$ cat src/hw/rtl/ufsd_pkg.sv
`timescale 1ns / 1ps

package ufsd_pkg;

  localparam int unsigned UNIT_W      = 21;
  localparam int unsigned QUEUE_DEPTH = 4;
  localparam int unsigned QUEUE_AW    = $clog2(QUEUE_DEPTH);
  localparam int unsigned QUEUE_CW    = $clog2(QUEUE_DEPTH + 1);

  localparam logic [UNIT_W-1:0] REPL_CP   = 21'h00FFFD;
  localparam logic [UNIT_W-1:0] MAX_CP    = 21'h10FFFF;
  localparam logic [UNIT_W-1:0] SURR_LO   = 21'h00D800;
  localparam logic [UNIT_W-1:0] SURR_HI   = 21'h00DFFF;
  localparam logic [UNIT_W-1:0] SUPP_BASE = 21'h010000;
  localparam logic [UNIT_W-1:0] LOW_SURR  = 21'h00DC00;
  localparam logic [UNIT_W-1:0] BMP_MAX   = 21'h00FFFF;
  localparam logic [UNIT_W-1:0] MIN_LEN2  = 21'h000080;
  localparam logic [UNIT_W-1:0] MIN_LEN3  = 21'h000800;
  localparam logic [UNIT_W-1:0] MIN_LEN4  = 21'h010000;

  // One queued command: a run of substituted U+FFFD, then an optional
  // trailing code point that the back end may split into a surrogate pair.
  typedef struct packed {
    logic [1:0]        n_repl;
    logic              has_tail;
    logic              tail_repl;
    logic [UNIT_W-1:0] tail_cp;
  } cmd_t;

endpackage

$ cat src/hw/rtl/ufsd_front.sv
`timescale 1ns / 1ps

module ufsd_front (
  input  logic                clk,
  input  logic                rst,
  input  logic                take,
  input  logic [7:0]          text_byte,
  input  logic                end_of_text,
  output logic                cmd_valid,
  output ufsd_pkg::cmd_t      cmd
);
  import ufsd_pkg::*;

  logic [2:0]        expected_len;
  logic [1:0]        bytes_seen;
  logic [UNIT_W-1:0] accum_bits;
  logic [2:0]        expected_len_next;
  logic [1:0]        bytes_seen_next;
  logic [UNIT_W-1:0] accum_bits_next;

  logic              lead_emit;
  logic              lead_repl;
  logic [UNIT_W-1:0] lead_cp;
  logic [2:0]        lead_len;
  logic [UNIT_W-1:0] lead_bits;
  logic [2:0]        seen_inc;
  logic [UNIT_W-1:0] accum_cat;
  logic [UNIT_W-1:0] min_value;
  logic              value_bad;

  // Decode of the byte taken as the first byte of a character.
  always_comb begin
    lead_len  = 3'd0;
    lead_bits = '0;
    if (text_byte inside {[8'hC0:8'hDF]}) begin
      lead_len  = 3'd2;
      lead_bits = {16'd0, text_byte[4:0]};
    end else if (text_byte inside {[8'hE0:8'hEF]}) begin
      lead_len  = 3'd3;
      lead_bits = {17'd0, text_byte[3:0]};
    end else if (text_byte inside {[8'hF0:8'hF7]}) begin
      lead_len  = 3'd4;
      lead_bits = {18'd0, text_byte[2:0]};
    end
    lead_emit = 1'b1;
    lead_repl = 1'b0;
    lead_cp   = {13'd0, text_byte};
    if (!text_byte[7]) begin
      lead_emit = 1'b1;
    end else if (lead_len == 3'd0 || end_of_text) begin
      lead_repl = 1'b1;
      lead_cp   = REPL_CP;
    end else begin
      lead_emit = 1'b0;
    end
  end

  always_comb begin
    seen_inc  = {1'b0, bytes_seen} + 3'd1;
    accum_cat = {accum_bits[UNIT_W-7:0], text_byte[5:0]};
    case (expected_len)
      3'd2:    min_value = MIN_LEN2;
      3'd3:    min_value = MIN_LEN3;
      3'd4:    min_value = MIN_LEN4;
      default: min_value = '0;
    endcase
    value_bad = (accum_cat < min_value) || (accum_cat > MAX_CP) ||
                (accum_cat >= SURR_LO && accum_cat <= SURR_HI);
  end

  always_comb begin
    expected_len_next = expected_len;
    bytes_seen_next   = bytes_seen;
    accum_bits_next   = accum_bits;
    cmd               = '0;
    if (expected_len == 3'd0 || text_byte[7:6] != 2'b10) begin
      // Lead byte, possibly after flushing a broken sequence.
      cmd.n_repl    = (expected_len == 3'd0) ? 2'd0 : bytes_seen;
      cmd.has_tail  = lead_emit;
      cmd.tail_repl = lead_repl;
      cmd.tail_cp   = lead_cp;
      if (lead_emit) begin
        expected_len_next = 3'd0;
        bytes_seen_next   = 2'd0;
        accum_bits_next   = '0;
      end else begin
        expected_len_next = lead_len;
        bytes_seen_next   = 2'd1;
        accum_bits_next   = lead_bits;
      end
    end else if (seen_inc >= expected_len) begin
      cmd.has_tail      = 1'b1;
      cmd.tail_repl     = value_bad;
      cmd.tail_cp       = value_bad ? REPL_CP : accum_cat;
      expected_len_next = 3'd0;
      bytes_seen_next   = 2'd0;
      accum_bits_next   = '0;
    end else if (end_of_text) begin
      cmd.n_repl        = seen_inc[1:0];
      expected_len_next = 3'd0;
      bytes_seen_next   = 2'd0;
      accum_bits_next   = '0;
    end else begin
      bytes_seen_next = seen_inc[1:0];
      accum_bits_next = accum_cat;
    end
    cmd_valid = take && (cmd.has_tail || cmd.n_repl != 2'd0);
  end

  always_ff @(posedge clk) begin
    if (rst) begin
      expected_len <= 3'd0;
      bytes_seen   <= 2'd0;
      accum_bits   <= '0;
    end else if (take) begin
      expected_len <= expected_len_next;
      bytes_seen   <= bytes_seen_next;
      accum_bits   <= accum_bits_next;
    end
  end

endmodule

$ cat src/hw/rtl/ufsd_queue.sv
`timescale 1ns / 1ps

module ufsd_queue (
  input  logic           clk,
  input  logic           rst,
  input  logic           wr_valid,
  input  ufsd_pkg::cmd_t wr_data,
  output logic           has_space,
  output logic           rd_valid,
  input  logic           rd_pop,
  output ufsd_pkg::cmd_t rd_data
);
  import ufsd_pkg::*;

  cmd_t                entries [QUEUE_DEPTH];
  logic [QUEUE_AW-1:0] wr_ptr;
  logic [QUEUE_AW-1:0] rd_ptr;
  logic [QUEUE_CW-1:0] count;
  logic                do_push;
  logic                do_pop;

  assign has_space = count != QUEUE_CW'(QUEUE_DEPTH);
  assign rd_valid  = count != '0;
  assign rd_data   = entries[rd_ptr];
  assign do_push   = wr_valid && has_space;
  assign do_pop    = rd_pop && rd_valid;

  always_ff @(posedge clk) begin
    if (rst) begin
      wr_ptr <= '0;
      rd_ptr <= '0;
      count  <= '0;
    end else begin
      if (do_push) begin
        wr_ptr <= wr_ptr + 1'b1;
      end
      if (do_pop) begin
        rd_ptr <= rd_ptr + 1'b1;
      end
      if (do_push && !do_pop) begin
        count <= count + 1'b1;
      end else if (do_pop && !do_push) begin
        count <= count - 1'b1;
      end
    end
  end

  always_ff @(posedge clk) begin
    if (do_push) begin
      entries[wr_ptr] <= wr_data;
    end
  end

endmodule

$ cat src/hw/rtl/ufsd_back.sv
`timescale 1ns / 1ps

module ufsd_back (
  input  logic                        clk,
  input  logic                        rst,
  input  logic                        utf16_mode,
  input  logic                        head_valid,
  input  ufsd_pkg::cmd_t              head,
  output logic                        head_pop,
  output logic                        result_valid,
  input  logic                        result_ready,
  output logic [ufsd_pkg::UNIT_W-1:0] unit,
  output logic                        replaced,
  output logic                        run_last
);
  import ufsd_pkg::*;

  logic [1:0]        pos;
  logic              load;
  logic              tail_pair;
  logic [2:0]        total;
  logic [UNIT_W-1:0] supp;
  logic [UNIT_W-1:0] sel_unit;
  logic              sel_repl;
  logic              sel_last;

  assign load = !result_valid || result_ready;

  always_comb begin
    tail_pair = utf16_mode && head.has_tail && (head.tail_cp > BMP_MAX);
    total     = {1'b0, head.n_repl} + {2'b0, head.has_tail} + {2'b0, tail_pair};
    supp      = head.tail_cp - SUPP_BASE;
    if (pos < head.n_repl) begin
      sel_unit = REPL_CP;
      sel_repl = 1'b1;
    end else if (tail_pair && pos == head.n_repl) begin
      sel_unit = SURR_LO + {11'd0, supp[19:10]};
      sel_repl = head.tail_repl;
    end else if (tail_pair) begin
      sel_unit = LOW_SURR + {11'd0, supp[9:0]};
      sel_repl = head.tail_repl;
    end else begin
      sel_unit = head.tail_cp;
      sel_repl = head.tail_repl;
    end
    sel_last = ({1'b0, pos} + 3'd1) == total;
    head_pop = load && head_valid && sel_last;
  end

  always_ff @(posedge clk) begin
    if (rst) begin
      result_valid <= 1'b0;
      pos          <= 2'd0;
    end else if (load) begin
      result_valid <= head_valid;
      if (head_valid) begin
        pos <= sel_last ? 2'd0 : pos + 2'd1;
      end
    end
  end

  always_ff @(posedge clk) begin
    if (load && head_valid) begin
      unit     <= sel_unit;
      replaced <= sel_repl;
      run_last <= sel_last;
    end
  end

endmodule

$ cat src/hw/rtl/utf8_stream_decoder_unit.sv
`timescale 1ns / 1ps
// Channel  | Handshake                    | Payload
// ---------+------------------------------+-----------------------------------
// text     | text_valid / text_ready      | text_byte[7:0], end_of_text
// result   | result_valid / result_ready  | unit[20:0], replaced, run_last
// cfg      | cfg_valid / cfg_ready        | cfg_data (utf16_mode)
//
// One byte is taken per cycle while the command queue has room; each byte
// yields zero to four result beats, delivered one per cycle while
// result_ready is high. A result passes through the command queue and
// then the output register before it leaves.
// Reset (rst, synchronous) clears the pending sequence, the queue, the
// output valid flag and the mode register (code points).
// A stall on the result side fills the four-entry queue before text_ready
// drops; a byte that produces nothing still needs a free entry to be taken.

module utf8_stream_decoder_unit (
  input  logic                        clk,
  input  logic                        rst,
  input  logic                        text_valid,
  output logic                        text_ready,
  input  logic [7:0]                  text_byte,
  input  logic                        end_of_text,
  output logic                        result_valid,
  input  logic                        result_ready,
  output logic [ufsd_pkg::UNIT_W-1:0] unit,
  output logic                        replaced,
  output logic                        run_last,
  input  logic                        cfg_valid,
  output logic                        cfg_ready,
  input  logic                        cfg_data
);
  import ufsd_pkg::*;

  logic utf16_mode;
  logic take;
  logic cmd_valid;
  cmd_t cmd;
  logic has_space;
  logic head_valid;
  logic head_pop;
  cmd_t head;

  // The mode register is always writable; the user must change it only while
  // the block is idle (not enforced here), so no sequence sees a mix of modes.
  assign cfg_ready = 1'b1;

  always_ff @(posedge clk) begin
    if (rst) begin
      utf16_mode <= 1'b0;
    end else if (cfg_valid && cfg_ready) begin
      utf16_mode <= cfg_data;
    end
  end

  // A byte beat is taken only when the queue can hold whatever it produces.
  assign text_ready = has_space;
  assign take       = text_valid && text_ready;

  // Front end: tracks the multi-byte sequence and turns each byte that yields
  // output into a compact command (replacement count plus optional code point).
  ufsd_front u_front (
    .clk         (clk),
    .rst         (rst),
    .take        (take),
    .text_byte   (text_byte),
    .end_of_text (end_of_text),
    .cmd_valid   (cmd_valid),
    .cmd         (cmd)
  );

  // Short queue that lets the front keep taking bytes while the back end
  // works through a multi-beat replacement run or waits on the sink.
  ufsd_queue u_queue (
    .clk       (clk),
    .rst       (rst),
    .wr_valid  (cmd_valid),
    .wr_data   (cmd),
    .has_space (has_space),
    .rd_valid  (head_valid),
    .rd_pop    (head_pop),
    .rd_data   (head)
  );

  // Back end: expands each command into result beats, splitting
  // supplementary code points into surrogate pairs in UTF-16 mode.
  ufsd_back u_back (
    .clk          (clk),
    .rst          (rst),
    .utf16_mode   (utf16_mode),
    .head_valid   (head_valid),
    .head         (head),
    .head_pop     (head_pop),
    .result_valid (result_valid),
    .result_ready (result_ready),
    .unit         (unit),
    .replaced     (replaced),
    .run_last     (run_last)
  );

endmodule

$ cat config.mk
export PLATFORM = sky130hd
export DESIGN_NAME = utf8_stream_decoder_unit
export DESIGN_NICKNAME = d
export VERILOG_FILES = /design/src/hw/rtl/ufsd_pkg.sv /design/src/hw/rtl/ufsd_front.sv /design/src/hw/rtl/ufsd_queue.sv /design/src/hw/rtl/ufsd_back.sv /design/src/hw/rtl/utf8_stream_decoder_unit.sv
export SDC_FILE = /design/constraint.sdc
export NUM_CORES = 1
export LEC_CHECK = 0
export BUFFER_PORTS_ARGS = -buffer_cell sky130_fd_sc_hd__buf_2
export CORE_ASPECT_RATIO = 0.6
export CORE_UTILIZATION = 61
export CTS_CLUSTER_DIAMETER = 60
export DETAILED_ROUTE_END_ITERATION = 10
export PLACE_DENSITY = 0.9
export SYNTH_ARGS = -nofsm -noshare
export SYNTH_HDL_FRONTEND = slang
export SYNTH_HIERARCHICAL = 1
export SYNTH_SLANG_ARGS = --single-unit
export TNS_END_PERCENT = 10
$ cat constraint.sdc
create_clock -name clk -period 5.1 [get_ports clk]
set_input_delay 0 -clock clk [delete_from_list [all_inputs] [get_ports clk]]
set_output_delay 0 -clock clk [all_outputs]
set_load 0.02 [all_outputs]
==> results.cfg <==
[timing]
fmax_ghz = 0.214
period_minus_slack_ns = 4.67
finClkSkew_ns = 0.00860
worstMarginPinSlew_ns = 1.01
timing_hold_violations_final = 0
whs_ns = 0.0252
finalSetupViolCount = 0
relSlewSlack_pct = 32.7
post-route-period-util_pct = 91.5
grt_setup_unrepaired = false
drv_slew = 0
tns_ns = 0

[layout]
multi_input_area_um2 = 2410
syn_to_final_growth_pct = 14.1
seq_area_um2 = 4350
drive_gt1_share_pct = 20.9
layout_commonest_cell = edfxtp_1
final_cell_mix = edfxtp_1, nor2_1, buf_2
nNetsFinal = 571
nFillCells = 647
antenna_cells = 0

[logic_synthesis]
ys_ff_latch = 156
async_flop_share_pct = 0
ys_seq_area_share_pct = 62.2
netlist_instances = 479
avgSynthCellArea_um2 = 14.6
yosysTopAreaCell = edfxtp_1
syn-num-nets = 513
post_synth_num_cell_types = 65
synth-edff-count = 123
synth_area_leaders = edfxtp_1, dfxtp_1, mux4_2
syn_area_um2 = 7000
ys.flop_type = edfxtp_1
yosysTopAreaCellShare_pct = 52.8
synth_warnings = 6

[die]
ios = 41
rows = 29
coreArea_um2 = 10800
die-area_um2 = 11900
start_util_pct = 64.5
die_width_um = 140
die_h_um = 85.0

[critical_path]
cpPeakStageDelay_ns = 0.56
startpoint_type = register
endpoint = u_queue/count[2]$_SDFFE_PP0P_
r2r_setup_slack_ns = 0.43
path_class = reg2reg
endpoint_kind = register
r2r_end = u_queue/count[2]$_SDFFE_PP0P_
crit_path_top_delay_cell = mux4_2
arrival_ns = 5.01
r2r_cells = 20
critPathRequiredTime_ns = 5.44
path_max_fanout = 10
crit_chain = buf_4, mux4_2, inv_1, ha_1, nor4b_2, nor2_1, mux2i_2, inv_1, fa_1, ha_1, xnor2_1, nand3_1, nor2_1, o31ai_2, ha_1, inv_1, fa_1, xor2_1, or3_1, a21oi_1

[placed_design]
hpwl_mm = 9.37
place_congestion = 0.911
io_buffers = 39

[drt]
drt_iter0_drc = 421
via_count = 4292
drc = 0
drtPass1Iterations = 5
wl_per_cell_um = 20.3
ant_nets = 0
vias_per_cell = 6.23
drt-total-wl_mm = 14.0

[grt]
grt.overflow.total = 0
grt_pass1_vias = 4092
antenna_found_initial = 0
grt_use_total_pct = 25.2
grt_pass1_wl_mm = 21.7
grt_max_degree = 26

[power]
power_density_nw_per_um2 = 523
finalPower_mw = 4.18
ir_worst_vdd_uv = 268
leakagePower_nw = 2.88

[clock_network]
cts_tree = done
clk_pin_slew_worst_paths_ns = 0.06
htreeDepth = 4
cts_root_buf = clkbuf_16
worstSkewPairLatency_ns = 0.42
clock-sinks = 156
cts_resized = 0
cts_buffers = 17
max-clock-path-buffers = 2

[worst_hold_path]
holdCritPathClass = in2reg

[run_status]
status = completed

[job]
maxCapViolations = 0
-- per-stage QoR --
| step | instances | setup WS, ns | cell area (µm²) | utilization, % |
|---|---|---|---|---|
| after floorplan | 479 | 0.754 | 7000 | - |
| after global placement | 646 | 0.704 | 7290 | 67.2 |
| after detailed placement | 646 | 0.473 | 7290 | 67.2 |
| after CTS | 689 | 0.457 | 7980 | 73.6 |
| after global routing | 689 | 0.195 | 7980 | 73.6 |
| final | 689 | 0.434 | 7980 | 73.6 |
-- power by group --
group	internal [mW]	leakage (nW)	switching, mW
Clock	0.763	0.286	0.480
Sequential	1.67	1.38	0.0841
Combinational	0.448	1.22	0.734
Total	2.88	2.88	1.30
-- repair_timing --
| item | CTS | global route |
|---|---|---|
| hold buffers | 11 | 0 |
| setup buffers | 0 | 0 |
| hold endpoints to repair | 10 | 0 |
-- synth_stat cells (2+ instances only) --
library cell  count
edfxtp_1        123
nor2_1           46
dfxtp_1          33
mux2i_1          27
a21oi_1          25
mux4_2           20
nand2_1          19
ha_1             17
inv_1            16
nand2b_1         12
nor3_1           12
and3_1            9
clkbuf_1          8
nand3_1           8
and2_1            7
xor2_1            7
nand3b_1          6
buf_2             5
mux4_1            5
nand4_1           5
or3_1             5
o21ai_0           4
buf_12            3
buf_6             3
nor2b_1           3
a21o_1            2
buf_4             2
fa_1              2
nor3_2            2
o31a_1            2
o31ai_1           2
o31ai_2           2
o41ai_1           2
or2_1             2
or4_1             2
xnor2_1           2
-- layer usage --
layer	share of wire (%)	routed length (µm)	global-route usage, %
met1	44	6220	35.1
met2	47	6510	40.0
met3	7.8	1090	5.64
met4	1.2	162	7.89
met5	0	0	0
-- cells by family (layout without fill, tap and decap cells) --
family	Yosys count	in the layout	share of synthesized area, %
simple gates	149	149	11.6
other cells	1	1	0.0536
compound gates	52	52	5.42
xor+xnor	9	9	1.13
buf+inv	38	109	3.27
mux	55	55	12.7
fa+ha+maj	19	19	3.61
flops	156	156	62.2
-- worst min path at each step --
| stage | start | endpoint | depth (start not counted) |
|---|---|---|---|
| after floorplan | rst | u_back/pos[0]$_SDFFE_PP0P_ | 1 |
| after global placement | cfg_data | utf16_mode$_SDFFE_PP0P_ | 3 |
| after detailed placement | cfg_data | utf16_mode$_SDFFE_PP0P_ | 3 |
| after CTS | rst | u_front/expected_len[1]$_SDFFE_PP0P_ | 2 |
| after global routing | rst | u_queue/count[1]$_SDFFE_PP0P_ | 2 |
| final | rst | u_front/expected_len[1]$_SDFFE_PP0P_ | 2 |
-- area by class of cell --
| class | count | share of cell area (%) |
|---|---|---|
| timing repair buffer | 61 | 5.01 |
| multi-input combinational | 285 | 30.2 |
| sequential | 156 | 54.5 |
| clock buffer | 19 | 5.42 |
| tap | 139 | 2.18 |
| clock inverter | 13 | 1.85 |
| inverter | 16 | 0.752 |
-- worst max-delay path: cells and delay by family (launching register included) --
kind            cells  cell delay, ns
flops               1            0.47
simple gates        5            0.89
buf+inv             4            0.53
compound gates      2            0.24
mux                 2            0.73
fa+ha+maj           5            1.44
xor+xnor            2            0.29
-- registers in the layout, indices dropped and copies added, names as in the netlist, 2 cells and up, named ones only --
signal,count
u_queue/entries,100
u_back/unit,21
u_front/accum_bits,15
u_front/expected_len,3
u_queue/count,3
u_back/pos,2
u_front/bytes_seen,2
u_queue/rd_ptr,2
u_queue/wr_ptr,2
(Power assumes the default switching activity.)
